$ cat config.mk
export PLATFORM = sky130hd
export DESIGN_NAME = alpha_composite_over_background
export DESIGN_NICKNAME = d
export VERILOG_FILES = /design/src/rtl/acob_pkg.sv /design/src/rtl/acob_blend.sv /design/src/rtl/alpha_composite_over_background.sv
export SDC_FILE = /design/constraint.sdc
export NUM_CORES = 1
export LEC_CHECK = 0
export BUFFER_PORTS_ARGS = -buffer_cell sky130_fd_sc_hd__buf_2
export CAP_MARGIN = 10
export CELL_PAD_IN_SITES_DETAIL_PLACEMENT = 1
export CELL_PAD_IN_SITES_GLOBAL_PLACEMENT = 2
export CORE_ASPECT_RATIO = 1.4
export CORE_MARGIN = 8
export CORE_UTILIZATION = 35
export DETAILED_ROUTE_END_ITERATION = 16
export PLACE_DENSITY = 0.67
export SLEW_MARGIN = 20
export SYNTH_ARGS = -nofsm -noshare
export SYNTH_HDL_FRONTEND = slang
export SYNTH_HIERARCHICAL = 1
export SYNTH_SLANG_ARGS = --single-unit
$ cat constraint.sdc
create_clock -name clk -period 7.1 [get_ports clk]
set_input_delay 0.355 -clock clk [delete_from_list [all_inputs] [get_ports clk]]
set_output_delay 0.355 -clock clk [all_outputs]
set_load 0.005 [all_outputs]
$ cat src/rtl/acob_pkg.sv
// acob_pkg: shared types and constants for the alpha compositing block
// no dependencies; used by acob_blend and alpha_composite_over_background

package acob_pkg;

	localparam int unsigned ADDR_W = 4;
	localparam int unsigned DATA_W = 32;

	localparam logic [1:0] REG_FILL_MODE      = 2'd0;
	localparam logic [1:0] REG_BACKGROUND_RGB = 2'd1;
	localparam logic [1:0] REG_IMAGE_WIDTH    = 2'd2;

	localparam logic [1:0] MODE_PASS    = 2'd0;
	localparam logic [1:0] MODE_SOLID   = 2'd1;
	localparam logic [1:0] MODE_CHECKER = 2'd2;

	localparam logic [7:0] GRAY_LIGHT = 8'd160;
	localparam logic [7:0] GRAY_DARK  = 8'd96;
	localparam logic [7:0] ALPHA_OPAQUE = 8'hFF;

	localparam logic [15:0] WIDTH_RESET = 16'd1;

	typedef struct packed {
		logic load_s2;
		logic load_out;
	} blend_ctl_t;

endpackage

$ cat src/rtl/acob_blend.sv
// acob_blend: two-stage datapath, per-channel multiply then divide by 255 and offset
// depends on acob_pkg for blend_ctl_t and constants

module acob_blend import acob_pkg::*; (
	input  logic        clk,
	input  blend_ctl_t  ctl,
	input  logic [31:0] pixel_s1,
	input  logic [23:0] bg_s1,
	input  logic        bypass_s1,
	output logic [31:0] pixel_out
);

	logic [31:0]      pixel_s2;
	logic [23:0]      bg_s2;
	logic             pass_s2;
	logic [2:0]       neg_s2;
	logic [2:0][15:0] prod_s2;

	logic [2:0]       neg_d;
	logic [2:0][15:0] prod_d;
	logic [23:0]      blended;
	logic [31:0]      result_d;

	always_comb begin
		logic [7:0] c;
		logic [7:0] b;
		logic [7:0] mag;
		for (int i = 0; i < 3; i++) begin
			c = pixel_s1[8*i +: 8];
			b = bg_s1[8*i +: 8];
			neg_d[i] = (c < b);
			mag = neg_d[i] ? (b - c) : (c - b);
			prod_d[i] = pixel_s1[31:24] * mag;
		end
	end

	always_ff @(posedge clk) begin
		if (ctl.load_s2) begin
			pixel_s2 <= pixel_s1;
			bg_s2    <= bg_s1;
			pass_s2  <= bypass_s1 || (pixel_s1[31:24] == ALPHA_OPAQUE);
			neg_s2   <= neg_d;
			prod_s2  <= prod_d;
		end
	end

	// exact x/255 for x below 65535
	always_comb begin
		logic [16:0] t;
		logic [8:0]  q;
		logic [8:0]  v;
		for (int i = 0; i < 3; i++) begin
			t = {1'b0, prod_s2[i]} + 17'd1 + {9'd0, prod_s2[i][15:8]};
			q = t[16:8];
			v = neg_s2[i] ? ({1'b0, bg_s2[8*i +: 8]} - q) : ({1'b0, bg_s2[8*i +: 8]} + q);
			blended[8*i +: 8] = v[7:0];
		end
		result_d = pass_s2 ? pixel_s2 : {ALPHA_OPAQUE, blended};
	end

	always_ff @(posedge clk) begin
		if (ctl.load_out) begin
			pixel_out <= result_d;
		end
	end

endmodule

$ cat src/rtl/alpha_composite_over_background.sv
// alpha_composite_over_background: top level, config registers, position counters, handshake
// depends on acob_pkg and acob_blend
// pipeline: input, product and result registers lie between the input beat and out_valid
// throughput: one pixel per cycle unless out_ready stalls it; stalls hold only full stages
// reset: arst_n clears valids, counters and registers (fill_mode 0, background 0, width 1)
// no memories, so the block accepts pixels from the first cycle after reset

module alpha_composite_over_background import acob_pkg::*; #(
	parameter int unsigned CHECKER_CELL = 8
) (
	input  logic              clk,
	input  logic              arst_n,
	input  logic              psel,
	input  logic              penable,
	input  logic              pwrite,
	input  logic [ADDR_W-1:0] paddr,
	input  logic [DATA_W-1:0] pwdata,
	output logic [DATA_W-1:0] prdata,
	output logic              pready,
	input  logic              in_valid,
	output logic              in_ready,
	input  logic [31:0]       pixel_in,
	input  logic              frame_start,
	output logic              out_valid,
	input  logic              out_ready,
	output logic [31:0]       pixel_out
);

	localparam int unsigned CW = (CHECKER_CELL > 1) ? $clog2(CHECKER_CELL) : 1;
	localparam int unsigned RW = $clog2(2 * CHECKER_CELL);

	logic [1:0]  fill_mode_q;
	logic [23:0] background_rgb_q;
	logic [15:0] image_width_q;

	logic [15:0]   column_q;
	logic [CW-1:0] cell_col_q;
	logic          col_par_q;
	logic [RW-1:0] row_q;

	logic        v_s1;
	logic        v_s2;
	logic        v_out_q;
	logic [31:0] pixel_s1;
	logic [23:0] bg_s1;
	logic        bypass_s1;

	logic        rdy_out;
	logic        rdy_s2;
	logic        in_beat;
	blend_ctl_t  ctl;

	logic [15:0]   col_eff;
	logic [CW-1:0] cell_eff;
	logic          par_eff;
	logic [RW-1:0] row_eff;
	logic          row_wrap;
	logic [7:0]    gray;
	logic [16:0]   col_inc;

	// config port
	assign pready = 1'b1;

	always_ff @(posedge clk or negedge arst_n) begin
		if (!arst_n) begin
			fill_mode_q      <= MODE_PASS;
			background_rgb_q <= '0;
			image_width_q    <= WIDTH_RESET;
		end else if (psel && penable && pwrite && pready) begin
			case (paddr[3:2])
				REG_FILL_MODE:      fill_mode_q      <= pwdata[1:0];
				REG_BACKGROUND_RGB: background_rgb_q <= pwdata[23:0];
				REG_IMAGE_WIDTH:    image_width_q    <= pwdata[15:0];
				default:            ;
			endcase
		end
	end

	always_comb begin
		case (paddr[3:2])
			REG_FILL_MODE:      prdata = {30'd0, fill_mode_q};
			REG_BACKGROUND_RGB: prdata = {8'd0, background_rgb_q};
			REG_IMAGE_WIDTH:    prdata = {16'd0, image_width_q};
			default:            prdata = '0;
		endcase
	end

	// handshake
	assign rdy_out  = !v_out_q || out_ready;
	assign rdy_s2   = !v_s2 || rdy_out;
	assign in_ready = !v_s1 || rdy_s2;
	assign in_beat  = in_valid && in_ready;
	assign ctl.load_s2  = v_s1 && rdy_s2;
	assign ctl.load_out = v_s2 && rdy_out;
	assign out_valid    = v_out_q;

	always_ff @(posedge clk or negedge arst_n) begin
		if (!arst_n) begin
			v_s1    <= 1'b0;
			v_s2    <= 1'b0;
			v_out_q <= 1'b0;
		end else begin
			if (in_ready) v_s1 <= in_valid;
			if (rdy_s2)   v_s2 <= v_s1;
			if (rdy_out)  v_out_q <= v_s2;
		end
	end

	// position of the current pixel
	always_comb begin
		col_eff  = frame_start ? '0 : column_q;
		cell_eff = frame_start ? '0 : cell_col_q;
		par_eff  = frame_start ? 1'b0 : col_par_q;
		row_eff  = frame_start ? '0 : row_q;
		row_wrap = (row_eff == RW'(2 * CHECKER_CELL - 1));
		gray     = (par_eff ^ (row_eff >= RW'(CHECKER_CELL))) ? GRAY_LIGHT : GRAY_DARK;
		col_inc  = {1'b0, col_eff} + 17'd1;
	end

	always_ff @(posedge clk or negedge arst_n) begin
		if (!arst_n) begin
			column_q   <= '0;
			cell_col_q <= '0;
			col_par_q  <= 1'b0;
			row_q      <= '0;
		end else if (in_beat) begin
			if (col_inc >= {1'b0, image_width_q}) begin
				column_q   <= '0;
				cell_col_q <= '0;
				col_par_q  <= 1'b0;
				row_q      <= row_wrap ? '0 : row_eff + RW'(1);
			end else begin
				column_q <= col_inc[15:0];
				if (cell_eff == CW'(CHECKER_CELL - 1)) begin
					cell_col_q <= '0;
					col_par_q  <= !par_eff;
				end else begin
					cell_col_q <= cell_eff + CW'(1);
					col_par_q  <= par_eff;
				end
				row_q <= row_eff;
			end
		end
	end

	// input register with background choice
	always_ff @(posedge clk) begin
		if (in_beat) begin
			pixel_s1 <= pixel_in;
			case (fill_mode_q)
				MODE_SOLID: begin
					bg_s1     <= background_rgb_q;
					bypass_s1 <= 1'b0;
				end
				MODE_CHECKER: begin
					bg_s1     <= {gray, gray, gray};
					bypass_s1 <= 1'b0;
				end
				default: begin
					bg_s1     <= '0;
					bypass_s1 <= 1'b1;
				end
			endcase
		end
	end

	acob_blend u_blend (
		.clk       (clk),
		.ctl       (ctl),
		.pixel_s1  (pixel_s1),
		.bg_s1     (bg_s1),
		.bypass_s1 (bypass_s1),
		.pixel_out (pixel_out)
	);

	a_row_range: assert property (@(posedge clk) disable iff (!arst_n)
		row_q <= RW'(2 * CHECKER_CELL - 1))
		else $error("row counter out of range");

	a_cell_range: assert property (@(posedge clk) disable iff (!arst_n)
		cell_col_q <= CW'(CHECKER_CELL - 1))
		else $error("cell column counter out of range");

	a_frame_col: assert property (@(posedge clk) disable iff (!arst_n)
		in_beat && frame_start |=>
		(column_q == (($past(image_width_q) <= 16'd1) ? 16'd0 : 16'd1)))
		else $error("column not restarted at frame start");

	a_s1_hold: assert property (@(posedge clk) disable iff (!arst_n)
		v_s1 && !rdy_s2 |=> v_s1 && $stable(pixel_s1))
		else $error("input stage lost a beat while stalled");

	a_out_hold: assert property (@(posedge clk) disable iff (!arst_n)
		v_s2 && !rdy_out |=> v_s2 && v_out_q)
		else $error("product stage lost a beat while stalled");

endmodule
==> flow_summary.rst <==
.. list-table::
   :header-rows: 1

   * - Metric
     - Value
   * - Result of the run
     - finished clean
   * - Detailed Route Iter0 Violations
     - roughly 550
   * - Synthesized instance count
     - a little over 2000
   * - Aggregate routed wire length
     - 57670 um
   * - Worst Setup Start Kind
     - flop
   * - Via count of the first global-routing pass
     - around 17000
   * - Fraction of final layout cells sized beyond drive strength 1
     - 0.1437
   * - Setup repair after global routing missed its margin
     - false
   * - Leakage component of the power
     - approximately 11 nW
   * - Number of standard cells in the final layout excluding fillers
     - 3093
   * - Placement Setup Slack
     - -0.04615 ns
   * - Initial standard-cell utilization of the core
     - 0.3526
   * - Sinks on Clock Net
     - around 270
   * - Worst hold path class
     - primary input to flop
   * - Worst Setup End Kind
     - flop
   * - Number of vias per cell after detailed routing
     - ~5
   * - Final Slew Violations
     - 0
   * - Global-route usage over all layers
     - 0.1647
   * - Number of register bits inferred by synthesis
     - around 270
   * - Overflow after GRT
     - 0
   * - Final worst slack
     - 0.2959 ns
   * - Final HPWL DP
     - about 44000 um
   * - Maxcap violations
     - 0
   * - FFs w/ async S/R, synth
     - 0.2594
   * - Crit Path Class
     - flop to flop
   * - Largest fanout on the critical path
     - 8
   * - Number of standard-cell rows in the floorplan
     - about 110
   * - Most used cells in the layout excluding fill and tap cells
     - inv_1, ha_1, edfxtp_1
   * - Post-DRT Antenna Nets
     - 0
   * - Slew of the pin with the lowest slew margin
     - 1.003 ns
   * - EDFF count, synth
     - between 150 and 200
   * - WP data required
     - 7.43 ns
   * - Source-to-sink clock delay at the later pin of the worst-skew pair
     - ~0.6 ns
   * - Die boundary height
     - roughly 300 um
   * - Global-route wire length before repair
     - between 90000 and 100000 um
   * - Maximum number of pins on one net before global-route repair
     - 63
   * - Ys Warns
     - 6
   * - Register area
     - roughly 0.0076 mm^2
   * - Count of final setup violators
     - 0
   * - Final cycle utilization of the critical path
     - 0.9583
   * - Chain of cells forming the critical path
     - inv_1 -> ha_1 -> inv_1 -> fa_2 -> a211o_4 -> a21boi_4 -> nor2_4 -> o31a_1 -> a21o_4 -> a211oi_4 -> and2_4 -> fa_1 -> fa_1 -> fa_1 -> inv_1 -> fa_1 -> inv_1 -> ha_1 -> or4_4 -> a41o_1 -> o41a_1 -> xor2_1
   * - Cell Pwr Density
     - approximately 540 mW/mm^2
   * - Hold Violations, Final
     - 0
   * - Depth of the CTS H-tree
     - 1
   * - Cell count after placement
     - slightly below 3000
   * - Headroom to the max-slew limit
     - 0.3313
   * - Number of antenna violations at the first check in global routing
     - 3
   * - Final nets
     - roughly 2700
   * - Commonest non-fill, non-tap cell in the layout
     - inv_1
   * - Synthesized area per cell
     - 10.39 um^2
   * - Total clock buffers created by CTS
     - 30
   * - Deepest clock path buffer count
     - 3
   * - CP arrival
     - between 7 and 8 ns
   * - Count of filler cells inserted in the layout
     - approximately 6800
   * - CTS Root Cell
     - clkbuf_16
   * - Clock period minus worst slack
     - 6.804 ns
   * - I/O pin total
     - 143
   * - Number of different library cells in the post-synthesis netlist
     - 98
   * - Placer congestion estimate
     - between 0.7 and 0.8
   * - Clock tree from TritonCTS
     - built
   * - TritonRoute pass-1 iters
     - 4
   * - Area of the core
     - 0.06078 mm^2
   * - Most common flop cell mapped by yosys
     - edfxtp_1
   * - Peak Freq
     - 0.1470 GHz
   * - IO buf count
     - ~120
   * - Fraction of the yosys area taken by sequential cells
     - 0.3566
   * - Detailed-route DRC error count
     - 0
   * - Master of the slowest instance on the critical path
     - or4_4
   * - Die span in x
     - roughly 230 um
   * - Core occupancy in the finished layout
     - 0.4094
   * - Die Outline Area
     - between 0.06 and 0.07 mm^2
   * - Fin Clk Skew
     - ~0.013 ns
   * - Post-synthesis cell area
     - 0.02143 mm^2
   * - Hold_ws
     - ~0.034 ns
   * - Antenna diodes
     - 0
   * - WL per Instance
     - ~19 um
   * - Clk slew on worst S/H paths
     - roughly 0.060 ns
   * - Number of buffer and inverter stages on the critical path
     - 4
   * - Via Count
     - between 15000 and 20000
   * - Area used by multi-input combinational logic
     - between 0.01 and 0.015 mm^2
   * - Critical path's top delay family
     - adder cells
   * - Area overhead of the layout relative to synthesis
     - 16.09%
   * - Delay of the slowest critical-path stage
     - around 0.56 ns
   * - Worst vdd ir
     - approximately 0.3 mV
[stage by stage]
stage	area, um^2	power, mW	TNS [ns]
5_1_grt	24880	14.86	0
2_1_floorplan	21460	9.419	0
3_3_place_gp	23120	11.50	0
3_5_place_dp	23120	11.73	-0.04615
4_1_cts	24740	13.58	0
6_report	24880	13.33	0
[flip-flops by register name, indices dropped and copies added, names as in the netlist]
| signal | flops |
|---|---|
| u_blend/pixel_out | 32 |
| u_blend/pixel_s2 | 32 |
| cell_col_q | 3 |
| v_s1 | 1 |
| out_valid | 1 |
| pixel_s1 | 32 |
| u_blend/pass_s2 | 1 |
| v_s2 | 1 |
| fill_mode_q | 2 |
| col_par_q | 1 |
| u_blend/prod_s2 | 48 |
| image_width_q | 16 |
| background_rgb_q | 24 |
| u_blend/neg_s2 | 3 |
| bypass_s1 | 1 |
| column_q | 16 |
| row_q | 4 |
| bg_s1 | 24 |
| u_blend/bg_s2 | 24 |
[synthesized netlist by cell type, types with 5 or more instances]
| cell | count | area share |
|---|---|---|
| inv_1 | 244 | 0.043 |
| ha_1 | 220 | 0.13 |
| edfxtp_1 | 197 | 0.28 |
| nand2_1 | 153 | 0.027 |
| fa_1 | 117 | 0.11 |
| and2_1 | 106 | 0.031 |
| nor2b_1 | 90 | 0.026 |
| o21ai_0 | 88 | 0.021 |
| nor2_1 | 76 | 0.013 |
| dfrtp_1 | 68 | 0.079 |
| a21oi_1 | 66 | 0.015 |
| xnor2_1 | 66 | 0.027 |
| clkbuf_1 | 56 | 0.0098 |
| nand3_1 | 45 | 0.011 |
| nand2b_1 | 42 | 0.012 |
| mux2_2 | 40 | 0.021 |
| xor2_1 | 36 | 0.015 |
| nor3_1 | 31 | 0.0072 |
| o21a_1 | 25 | 0.0088 |
| nand4_1 | 23 | 0.0067 |
| mux2i_1 | 20 | 0.0093 |
| a22o_1 | 17 | 0.0069 |
| a21o_1 | 16 | 0.0056 |
| o211ai_1 | 13 | 0.0046 |
| buf_2 | 10 | 0.0023 |
| buf_4 | 10 | 0.0035 |
| nand4b_1 | 10 | 0.0041 |
| nor3b_1 | 9 | 0.0032 |
| o2111ai_1 | 9 | 0.0037 |
| o21ai_1 | 9 | 0.0021 |
| a31oi_1 | 8 | 0.0023 |
| a22oi_1 | 7 | 0.0025 |
| and3b_1 | 7 | 0.0029 |
| nor4_1 | 6 | 0.0018 |
| or3_1 | 6 | 0.0018 |
| and3_1 | 5 | 0.0015 |
| nand3b_1 | 5 | 0.0018 |
[worst paths after layout]
check                                        from                         endpoint  slack [ns]  depth (start not counted)
max in group asynchronous                  arst_n  background_rgb_q[9]$_DFFE_PN0P_        5.85                          3
max                        pixel_s1[16]$_DFFE_PP_    u_blend/prod_s2[46]$_DFFE_PP_        0.30                         22
min in group asynchronous                  arst_n                 v_s1$_DFFE_PN0N_        0.13                          2
max reg2reg                pixel_s1[16]$_DFFE_PP_    u_blend/prod_s2[46]$_DFFE_PP_        0.30                         22
min                                     pwdata[0]       fill_mode_q[0]$_DFFE_PN0P_        0.03                          2
min reg2reg                   bg_s1[23]$_DFFE_PP_      u_blend/bg_s2[23]$_DFFE_PP_        0.46                          0
[worst reg2reg max path, delay by kind of cell, from the launching register on]
| family | cells | cell delay (ns) |
|---|---|---|
| adder cells (fa/ha/maj) | 7 | 2.79 |
| flip-flops | 1 | 0.41 |
| AND/OR/NAND/NOR | 3 | 0.85 |
| AO/OA/AOI/OAI | 7 | 2.13 |
| XOR/XNOR | 1 | 0.14 |
| buffers and inverters | 4 | 0.24 |
[routing by layer]
layer / vias up / track usage / wire, um
met3: 72 / 0.01933 / 1560
met5: - / 0 / 0
li1: 7446 / - / -
met1: 7707 / 0.2086 / 25870
met4: 0 / 0.03951 / 1192
met2: 187 / 0.2964 / 29050
[logic make-up (layout without fill, tap and decap cells)]
group	after synthesis	in the layout	synth area share
XOR/XNOR	104	104	0.04320
flip-flops	266	266	0.3566
buffers and inverters	326	533	0.06024
AND/OR/NAND/NOR	641	641	0.1625
AO/OA/AOI/OAI	322	322	0.1061
multiplexers	64	64	0.03333
adder cells (fa/ha/maj)	337	337	0.2377
other	2	9	0.0003504
[layout make-up]
cell class,instances,share of cell area
inverters,247,0.03741
well taps,817,0.04108
flip-flops and latches,266,0.3072
clock buffers,44,0.03641
repair buffers,230,0.06316
clock inverters,12,0.005934
multi-input cells,1477,0.5088
[timing repair]
item,4_1_cts,5_1_grt
setup buffers,0,3
gates resized for setup,1,20
pin swaps,0,6
endpoints found under the hold margin,75,0
hold buffers,56,0
endpoints found under the setup margin,1,13
[where the power goes]
part / total [mW] / leakage, nW / internal, mW / switching, mW
clock: 1.67 / 0.517 / 0.991 / 0.675
sequential: 2.77 / 2.78 / 2.46 / 0.303
combinational: 8.90 / 7.62 / 3.99 / 4.91
total: 13.3 / 10.9 / 7.44 / 5.89
Note: power is estimated with default switching activity, not from simulation.
